==> config.mk <==
export PLATFORM = sky130hd
export DESIGN_NAME = utf8_codepoint_decoder
export DESIGN_NICKNAME = d
export VERILOG_FILES = /design/src/hw/rtl/ucd_pkg.sv /design/src/hw/rtl/ucd_front.sv /design/src/hw/rtl/ucd_queue.sv /design/src/hw/rtl/ucd_back.sv /design/src/hw/rtl/utf8_codepoint_decoder.sv
export SDC_FILE = /design/constraint.sdc
export NUM_CORES = 1
export LEC_CHECK = 0
export ABC_AREA = 1
export BUFFER_PORTS_ARGS = -buffer_cell sky130_fd_sc_hd__buf_4
export CELL_PAD_IN_SITES_DETAIL_PLACEMENT = 0
export CELL_PAD_IN_SITES_GLOBAL_PLACEMENT = 1
export CORE_AREA = 2 2 119 92
export CTS_CLUSTER_DIAMETER = 40
export DETAILED_ROUTE_END_ITERATION = 16
export DIE_AREA = 0 0 121 94
export PLACE_DENSITY = 0.94
export SLEW_MARGIN = 25
export SYNTH_ARGS = -nofsm -noshare
export SYNTH_HDL_FRONTEND = slang
export SYNTH_SLANG_ARGS = --single-unit
export TNS_END_PERCENT = 100
==> constraint.sdc <==
create_clock -name i_clk -period 4.94 [get_ports i_clk]
set_input_delay 0 -clock i_clk [delete_from_list [all_inputs] [get_ports i_clk]]
set_output_delay 0 -clock i_clk [all_outputs]
set_load 0.01 [all_outputs]
==> src/hw/rtl/ucd_pkg.sv <==
package ucd_pkg;

    // One raw byte of the string as it arrives on the request channel.
    typedef struct packed {
        logic [7:0] data_byte;
        logic       end_of_string;
    } t_in_item;

    // One decoded code point as it leaves on the result channel.
    typedef struct packed {
        logic [20:0] code_point;
        logic        last_point;
        logic        truncated;
    } t_out_item;

    // What the front end decided a byte is.
    typedef enum logic [1:0] {
        KIND_CHAR,
        KIND_LEAD,
        KIND_CONT
    } t_kind;

    // Classified byte passed from the front end to the back end.
    typedef struct packed {
        t_kind       kind;
        logic [15:0] data;
        logic [1:0]  need;
        logic        eos;
    } t_cmd;

    localparam int unsigned CMD_W = $bits(t_cmd);
    localparam int unsigned OUT_W = $bits(t_out_item);

    localparam logic [7:0]  LEAD_MIN    = 8'hC0;
    localparam logic [7:0]  LEAD3_MIN   = 8'hE0;
    localparam logic [7:0]  LEAD4_MIN   = 8'hF0;
    localparam logic [7:0]  CONT_MIN    = 8'h80;
    localparam logic [7:0]  MASK_LEAD2  = 8'h1F;
    localparam logic [7:0]  MASK_LEAD3  = 8'h0F;
    localparam logic [7:0]  MASK_LEAD4  = 8'h07;
    localparam logic [5:0]  MASK_CONT   = 6'h3F;
    localparam logic [15:0] REPLACEMENT = 16'hFFFD;
    localparam logic [20:0] UPPER_A     = 21'h41;
    localparam logic [20:0] UPPER_Z     = 21'h5A;
    localparam logic [20:0] CASE_OFFSET = 21'd32;

endpackage

==> src/hw/rtl/ucd_front.sv <==
module ucd_front (
    input  logic            i_clk,
    input  logic            i_rst_n,
    input  logic            i_accept,
    input  ucd_pkg::t_in_item i_item,
    output ucd_pkg::t_cmd   o_cmd
);
    import ucd_pkg::*;

    // Continuation bytes still expected, tracked here so that each byte can be
    // classified as it is accepted.
    logic [1:0] r_pending;
    logic [1:0] n_pending;
    t_cmd       cmd;

    always_comb begin
        cmd      = '0;
        cmd.eos  = i_item.end_of_string;
        cmd.kind = KIND_CHAR;
        n_pending = r_pending;
        if (r_pending != 2'd0) begin
            cmd.kind  = KIND_CONT;
            cmd.data  = {10'd0, i_item.data_byte[5:0]};
            n_pending = i_item.end_of_string ? 2'd0 : r_pending - 2'd1;
        end else if (i_item.data_byte < CONT_MIN) begin
            cmd.data = {8'd0, i_item.data_byte};
        end else if (i_item.data_byte < LEAD_MIN) begin
            cmd.data = REPLACEMENT;
        end else begin
            cmd.kind = KIND_LEAD;
            if (i_item.data_byte < LEAD3_MIN) begin
                cmd.need = 2'd1;
                cmd.data = {8'd0, i_item.data_byte & MASK_LEAD2};
            end else if (i_item.data_byte < LEAD4_MIN) begin
                cmd.need = 2'd2;
                cmd.data = {8'd0, i_item.data_byte & MASK_LEAD3};
            end else begin
                cmd.need = 2'd3;
                cmd.data = {8'd0, i_item.data_byte & MASK_LEAD4};
            end
            n_pending = i_item.end_of_string ? 2'd0 : cmd.need;
        end
    end

    always_ff @(posedge i_clk) begin
        if (!i_rst_n) begin
            r_pending <= 2'd0;
        end else if (i_accept) begin
            r_pending <= n_pending;
        end
    end

    assign o_cmd = cmd;

endmodule

==> src/hw/rtl/ucd_queue.sv <==
module ucd_queue #(
    parameter int unsigned WIDTH = 8,
    parameter int unsigned DEPTH = 2
) (
    input  logic             i_clk,
    input  logic             i_rst_n,
    input  logic             i_push,
    input  logic [WIDTH-1:0] i_data,
    output logic             o_full,
    input  logic             i_pop,
    output logic [WIDTH-1:0] o_data,
    output logic             o_empty
);
    localparam int unsigned AW = (DEPTH > 1) ? $clog2(DEPTH) : 1;
    localparam int unsigned CW = $clog2(DEPTH + 1);
    localparam logic [AW-1:0] LAST = AW'(DEPTH - 1);
    localparam logic [CW-1:0] FULL_COUNT = CW'(DEPTH);

    logic [WIDTH-1:0] r_mem [DEPTH];
    logic [AW-1:0]    r_wr;
    logic [AW-1:0]    r_rd;
    logic [CW-1:0]    r_count;
    logic             push_ok;
    logic             pop_ok;

    assign o_full  = (r_count == FULL_COUNT);
    assign o_empty = (r_count == '0);
    assign push_ok = i_push && !o_full;
    assign pop_ok  = i_pop && !o_empty;
    assign o_data  = r_mem[r_rd];

    always_ff @(posedge i_clk) begin
        if (push_ok) begin
            r_mem[r_wr] <= i_data;
        end
    end

    always_ff @(posedge i_clk) begin
        if (!i_rst_n) begin
            r_wr    <= '0;
            r_rd    <= '0;
            r_count <= '0;
        end else begin
            if (push_ok) begin
                r_wr <= (r_wr == LAST) ? '0 : r_wr + AW'(1);
            end
            if (pop_ok) begin
                r_rd <= (r_rd == LAST) ? '0 : r_rd + AW'(1);
            end
            if (push_ok && !pop_ok) begin
                r_count <= r_count + CW'(1);
            end else if (pop_ok && !push_ok) begin
                r_count <= r_count - CW'(1);
            end
        end
    end

endmodule

==> src/hw/rtl/ucd_back.sv <==
module ucd_back (
    input  logic              i_clk,
    input  logic              i_rst_n,
    input  logic              i_cfg_valid,
    input  logic              i_cfg_data,
    input  logic              i_cmd_valid,
    input  ucd_pkg::t_cmd     i_cmd,
    output logic              o_cmd_pop,
    input  logic              i_res_full,
    output logic              o_res_push,
    output ucd_pkg::t_out_item o_res
);
    import ucd_pkg::*;

    logic        r_fold;
    logic [1:0]  r_pend;
    logic [4:0]  r_lead;
    logic [20:0] r_acc;
    logic [1:0]  n_pend;
    logic [4:0]  n_lead;
    logic [20:0] n_acc;
    logic        take;
    logic        emit;
    t_out_item   res;
    logic [20:0] cont_acc;
    logic [1:0]  cont_pend;

    assign take      = i_cmd_valid && !i_res_full;
    assign cont_acc  = {r_acc[14:0], i_cmd.data[5:0] & MASK_CONT};
    assign cont_pend = r_pend - 2'd1;

    always_comb begin
        n_pend = r_pend;
        n_lead = r_lead;
        n_acc  = r_acc;
        emit   = 1'b0;
        res    = '0;
        unique case (i_cmd.kind)
            KIND_CHAR: begin
                emit           = 1'b1;
                res.code_point = {5'd0, i_cmd.data};
                res.last_point = i_cmd.eos;
            end
            KIND_LEAD: begin
                if (i_cmd.eos) begin
                    emit           = 1'b1;
                    res.code_point = {16'd0, i_cmd.data[4:0]};
                    res.last_point = 1'b1;
                    res.truncated  = 1'b1;
                end else begin
                    n_pend = i_cmd.need;
                    n_lead = i_cmd.data[4:0];
                    n_acc  = {16'd0, i_cmd.data[4:0]};
                end
            end
            KIND_CONT: begin
                n_pend = cont_pend;
                n_acc  = cont_acc;
                if (cont_pend == 2'd0) begin
                    emit           = 1'b1;
                    res.code_point = cont_acc;
                    res.last_point = i_cmd.eos;
                end else if (i_cmd.eos) begin
                    emit           = 1'b1;
                    res.code_point = {16'd0, r_lead};
                    res.last_point = 1'b1;
                    res.truncated  = 1'b1;
                    n_pend         = 2'd0;
                end
            end
            default: begin
                emit = 1'b0;
            end
        endcase
        // Optional ASCII lower-casing on every emitted value.
        if (r_fold && res.code_point >= UPPER_A && res.code_point <= UPPER_Z) begin
            res.code_point = res.code_point + CASE_OFFSET;
        end
    end

    always_ff @(posedge i_clk) begin
        if (!i_rst_n) begin
            r_fold <= 1'b0;
            r_pend <= 2'd0;
            r_lead <= 5'd0;
            r_acc  <= 21'd0;
        end else begin
            if (i_cfg_valid) begin
                r_fold <= i_cfg_data;
            end
            if (take) begin
                r_pend <= n_pend;
                r_lead <= n_lead;
                r_acc  <= n_acc;
            end
        end
    end

    assign o_cmd_pop  = take;
    assign o_res_push = take && emit;
    assign o_res      = res;

endmodule

==> src/hw/rtl/utf8_codepoint_decoder.sv <==
// Lenient UTF-8 decoder: bytes of a string go in, code points come out.
// Request channel: the producer drives i_in_item and raises push; a byte is
// taken at a rising edge where push is high and full is low. The last byte of
// a string carries end_of_string, and it always yields exactly one result with
// last_point set, truncated too if the string ended inside a sequence.
// Result channel: while empty is low the oldest code point sits on
// o_out_item, and it is taken at a rising edge where pop is high.
// Configuration: the user writes fold_case through i_cfg_valid/i_cfg_data only
// while the decoder is idle; the block does not enforce it. o_cfg_ready is
// always high. Throughput is one byte per cycle while full is low. The final
// byte of a code point is written into the command queue; the back end decodes
// it from there and writes the result to the result queue, from which it shows
// on the ports.
// If the consumer stalls, the result queue fills, the back end stops draining
// the command queue and full rises once that queue is also full; no request is
// lost. After the synchronous reset both queues are empty, no sequence is open
// and fold_case is cleared.
module utf8_codepoint_decoder #(
    parameter int unsigned QUEUE_DEPTH = 2
) (
    input  logic               i_clk,
    input  logic               i_rst_n,
    input  logic               push,
    output logic               full,
    input  ucd_pkg::t_in_item  i_in_item,
    input  logic               pop,
    output logic               empty,
    output ucd_pkg::t_out_item o_out_item,
    input  logic               i_cfg_valid,
    output logic               o_cfg_ready,
    input  logic               i_cfg_data
);
    import ucd_pkg::*;

    logic            in_accept;
    t_cmd            front_cmd;
    logic [CMD_W-1:0] cmd_bits;
    t_cmd            back_cmd;
    logic            cmd_empty;
    logic            cmd_pop;
    logic            res_full;
    logic            res_push;
    t_out_item       res;
    logic [OUT_W-1:0] out_bits;

    assign o_cfg_ready = 1'b1;
    assign in_accept   = push && !full;

    // Front end: classifies each byte as it is taken, tracking how many
    // continuation bytes the open sequence still needs.
    ucd_front u_front (
        .i_clk    (i_clk),
        .i_rst_n  (i_rst_n),
        .i_accept (in_accept),
        .i_item   (i_in_item),
        .o_cmd    (front_cmd)
    );

    // Command queue decouples the front end from the decode back end.
    ucd_queue #(
        .WIDTH (CMD_W),
        .DEPTH (QUEUE_DEPTH)
    ) u_cmd_queue (
        .i_clk   (i_clk),
        .i_rst_n (i_rst_n),
        .i_push  (push),
        .i_data  (front_cmd),
        .o_full  (full),
        .i_pop   (cmd_pop),
        .o_data  (cmd_bits),
        .o_empty (cmd_empty)
    );

    assign back_cmd = t_cmd'(cmd_bits);

    // Back end: builds the code point, handles truncation and case folding.
    ucd_back u_back (
        .i_clk       (i_clk),
        .i_rst_n     (i_rst_n),
        .i_cfg_valid (i_cfg_valid),
        .i_cfg_data  (i_cfg_data),
        .i_cmd_valid (!cmd_empty),
        .i_cmd       (back_cmd),
        .o_cmd_pop   (cmd_pop),
        .i_res_full  (res_full),
        .o_res_push  (res_push),
        .o_res       (res)
    );

    // Result queue holds finished code points until the consumer pops them.
    ucd_queue #(
        .WIDTH (OUT_W),
        .DEPTH (QUEUE_DEPTH)
    ) u_res_queue (
        .i_clk   (i_clk),
        .i_rst_n (i_rst_n),
        .i_push  (res_push),
        .i_data  (res),
        .o_full  (res_full),
        .i_pop   (pop),
        .o_data  (out_bits),
        .o_empty (empty)
    );

    assign o_out_item = t_out_item'(out_bits);

endmodule

* Word-level counts from Yosys, hierarchy flattened
Memory sizes are Yosys's and may differ from the RTL's. A register that Yosys moved wholly into a read port is not among the register bits. Cells that the tools add are included.
Word-level totals: register bits after elaboration 33, memory bits (writable) 88, output and inout port bits 26, memories 2
Memory list:
- u_res_queue.r_mem | depth 2, bits a word 23, rd ports 1, clocked after Yosys merged registers in 1, wr ports 1, line ucd_queue.sv:19 | logic [WIDTH-1:0] r_mem [DEPTH];
- u_cmd_queue.r_mem | depth 2, bits a word 21, rd ports 1, clocked after Yosys merged registers in 1, wr ports 1, line ucd_queue.sv:19
Cells by class: $add $sub $neg 11, $lt $le $gt $ge 6, eq/ne operators 7, mux-type cells 47, bitwise operators 1, reduce and logical (&&, ||, !) cells 31
Operators with widths (count):
- 22-bit one-hot mux with 3 select lines | 1
- 8-bit less-than comparator, second input constant | 4
- 16-bit 2-to-1 mux | 2
- 2-bit 2-to-1 mux | 15
- 15-bit one-hot mux with 2 select lines | 1
- 22-bit 2-to-1 mux | 1
- 21-bit by 6-bit adder with 21-bit output, second input constant | 1
- 21-bit by 7-bit >= comparator with 1-bit output, second input constant | 1
- 21-bit by 7-bit <= comparator with 1-bit output, second input constant | 1
- 21-bit 2-to-1 mux | 1
- 7-bit 2-to-1 mux | 3
- 18-bit 2-to-1 mux | 1
- 1-bit 2-to-1 mux | 17
- 15-bit 2-to-1 mux | 1
- 1-bit logical AND | 12
- 3-bit AND reduction | 3
- 1-bit zero test | 8
- 2-bit zero test | 4
- 2-bit nonzero test | 4
- 2-bit by 1-bit subtractor with 2-bit output, second input constant | 4
- 2-bit == test, second input constant | 3
- 6-bit 2-to-1 mux | 1
- 1-bit adder, second input constant | 4
- 2-bit by 1-bit adder with 2-bit output, second input constant | 2
- other kinds (7) | 8

* Longest topological paths before layout
depth in word-level cells 10, mapped depth 22

* Cells and area by module
From an unflattened synthesis, not the netlist that was laid out.
Unflattened totals: cell total of the unflattened synthesis 557, area total of the unflattened synthesis 5800.6 sq um
Modules (own cells, without submodules):
- ucd_queue (u_res_queue) | times used 1, cells each 109, area an instance 1908.1 sq um, sequential area each 1481.4 sq um
- ucd_queue (u_cmd_queue) | times used 1, cells each 103, area an instance 1764.2 sq um, sequential area each 1361.3 sq um
- ucd_back | times used 1, cells each 278, area an instance 1741.7 sq um, sequential area each 460.4 sq um
- ucd_front | times used 1, cells each 62, area an instance 361.6 sq um, sequential area each 40.0 sq um
- utf8_codepoint_decoder | times used 1, cells each 5, area an instance 25.0 sq um, sequential area each 0.0 sq um

* Least setup slack after synthesis
OpenSTA, ideal clock, no wires.
path type reg-to-reg, from register (tool-made name), to memory u_res_queue.r_mem[1][0] in the netlist's numbering (enable), setup time 404 ps, arrival time 2865 ps, required time 4536 ps, path slack 1671 ps, cell stages (with the launch flop) 11, path buffers 2, clock period less this slack 3269 ps, cells stage by stage dfxtp_1 -> inv_2 -> buf_6 -> or2_2 -> o21ai_0 -> inv_1 -> ha_1 -> inv_2 -> clkbuf_1 -> nand3_1 -> nor2_1
RTL lines (line):
- end, declared | ucd_queue.sv:19

==> results.tsv <==
metric	value	unit
core-area	10130	µm²
synth_edf_count	72	
wl_met2	4461	µm
dr.pass1.iters	5	
cts_tree	done	
synthCells	516	
tightest_slew	0.6946	ns
avgSynthCellArea	9.622	µm²
antenna_cells	0	
drive_gt1_share	19.65	%
place.gp.congestion	0.8525	
nets	589	
cts_buffers	9	
period_share	73.36	%
overflow	0	
io_buffer_count	39	
hold_viol	0	
grt_pass1_wl	15990	µm
synth.top_cells.by_area	edfxtp_1, dfxtp_1, nand2_1, mux2_2, nor2_1	
worst_ir_drop_vdd	375.2	µV
status	finished, final reports clean	
antenna_left	0	
die_height	94	µm
grt_max_degree	25	
synth_top_area_share	43.55	%
max-cap-violations	0	
synth_top_area_cell	edfxtp_1	
grt_pass1_vias	3410	
worst_ep_arrival_time	3.71	ns
ys_warn_count	0	
finalSetupViolations	0	
pin_count	41	
synthArstFlopShare	0	%
die_w	121	µm
cts-htree-levels	3	
clkLatencyLatePin	0.34	ns
finalClockSkew	0.007349	ns
clock_path_buffers	2	
final_common_cell	nand2_1	
cp-end-kind	flop	
top_layer_used	met4	
rsz0062_at_grt	no	
place_hpwl	7035	µm
fin_crit	3.624	ns
final_area	5718	µm²
max_freq	276.0	MHz
antenna_found_initial	0	
vias_per_cell	5.071	
initial_core_util	49.01	%
synth-seq-cells	107	
vias	3555	
root_buffer	clkbuf_16	
p_leak	2.352	nW
cp.required	5.03	ns
tns	0	ns
wirelength_met1	4699	µm
min_path_type	in2reg	
crit_type	reg2reg	
drv_slew	0	
syn-num-nets	545	
final_cell_mix	nand2_1, edfxtp_1, nor2_1, inv_1, buf_4	
wirelength	9660	µm
die-area	11370	µm²
n_fill_cell	886	
wl_per_cell	13.78	µm
netlist_area	4965	µm²
wl_met3	444	µm
crit_path_max_fanout	16	
rows	32	
cts_sinks	107	
netlist-cell-type-count	35	
synth-main-ff-cell	edfxtp_1	
finalPower	3.360	mW
start_kind	flop	
yosysSeqAreaShare	57.66	%
drc	0	
powerDensity	587.5	nW/µm²
grt.total_usage	18.03	%
initialDrtViolationCount	274	
synthToLayoutAreaGrowth	15.17	%
post_cts_buffers	0	
clk_pin_slew	0.07	ns
placed_area	5369	µm²
slew_headroom	53.58	%
## logic make-up (layout without fill, tap and decap cells)
family | count (synthesis) | count (layout) | share of synthesized area [%]
AND/OR/NAND/NOR | 222 | 222 | 19.00
adder cells (fa/ha/maj) | 14 | 14 | 3.528
buffers and inverters | 75 | 124 | 6.174
multiplexers | 23 | 23 | 5.217
flip-flops | 107 | 107 | 57.66
other | 1 | 1 | 0.07553
XOR/XNOR | 3 | 3 | 0.5293
AO/OA/AOI/OAI | 71 | 71 | 7.813
## registers in the layout, summed over array words and instances, names as in the netlist, named ones only
signal,count
u_back.r_acc,15
u_back.r_fold,1
u_back.r_lead,5
u_back.r_pend,2
u_cmd_queue.r_count,2
u_cmd_queue.r_mem,26
u_cmd_queue.r_rd,1
u_cmd_queue.r_wr,1
u_front.r_pending,2
u_res_queue.r_count,2
u_res_queue.r_mem,46
u_res_queue.r_rd,1
u_res_queue.r_wr,1
## final cells by class
cell class	instances	area (µm²)	share of cell area, %
clock buffer	11	232.7	4.070
multi-input combinational	334	1810	31.66
clock inverter	5	30.03	0.5252
inverter	60	230.2	4.026
timing repair buffer	48	380.4	6.652
sequential	107	2864	50.09
tap	136	170.2	2.976
## worst paths after layout
| check | from | to | slack (ns) | cells after the start |
|---|---|---|---|---|
| setup / recovery | flop | u_res_queue.r_mem[0][7] | 1.32 | 18 |
| hold / removal | i_in_item[6] | u_cmd_queue.r_mem[1][8] | 0.02 | 3 |
| setup reg to reg | flop | u_res_queue.r_mem[0][7] | 1.32 | 18 |
| hold reg to reg | u_cmd_queue.r_rd | u_cmd_queue.r_rd | 0.45 | 1 |
## synthesized netlist by cell type, types with 5 or more instances
cell type	n
a21oi_1	33
edfxtp_1	72
clkbuf_1	7
ha_1	14
mux2_2	23
inv_2	9
nor2_2	5
nor2_1	55
nand2_1	116
o21ai_0	24
dfxtp_1	35
nand3_1	28
inv_1	50
## worst max-delay path: stages (launching register included)
cell and delay [ns]:
dfxtp_1 0.61, inv_2 0.21, or2_2 0.32, o21ai_0 0.18, ha_1 0.61, nand2_4 0.16
clkinv_4 0.10, nand2_2 0.05, a21oi_2 0.23, ha_1 0.20, nand2_1 0.05, nor2_1 0.15
inv_1 0.06, nor2_1 0.08, nand2_1 0.07, nand2_2 0.10, nand3_2 0.07, nand2_1 0.07
nand2_1 0.06
## layer usage
layer	global-route usage (%)	up-vias
met2	29.54	70
li1	-	1803
met4	4.264	0
met1	24.09	1678
met5	0	-
met3	4.672	4
## per-stage QoR
stage	worst slack (ns)	utilization (%)	hold slack [ns]	instances
floorplan	1.671	-	0.09407	516
global placement	1.473	52.95	0.1846	677
detailed placement	1.346	53.00	0.1946	677
CTS	1.321	56.39	0.007867	701
global route	0.9953	56.45	0.03188	701
finish	1.316	56.45	0.01586	701
## repair_timing
| item | 4_1_cts | 5_1_grt |
|---|---|---|
| hold endpoints to repair | 15 | 0 |
| hold buffers | 8 | 0 |
| gates resized for setup | 0 | 0 |
| endpoints found under the setup margin | 0 | 0 |
## where the power goes
part | total (mW) | internal [mW] | switching (mW)
logic | 1.39 | 0.501 | 0.885
clock network | 0.633 | 0.339 | 0.293
registers | 1.34 | 1.23 | 0.114
(Power assumes the default switching activity.)
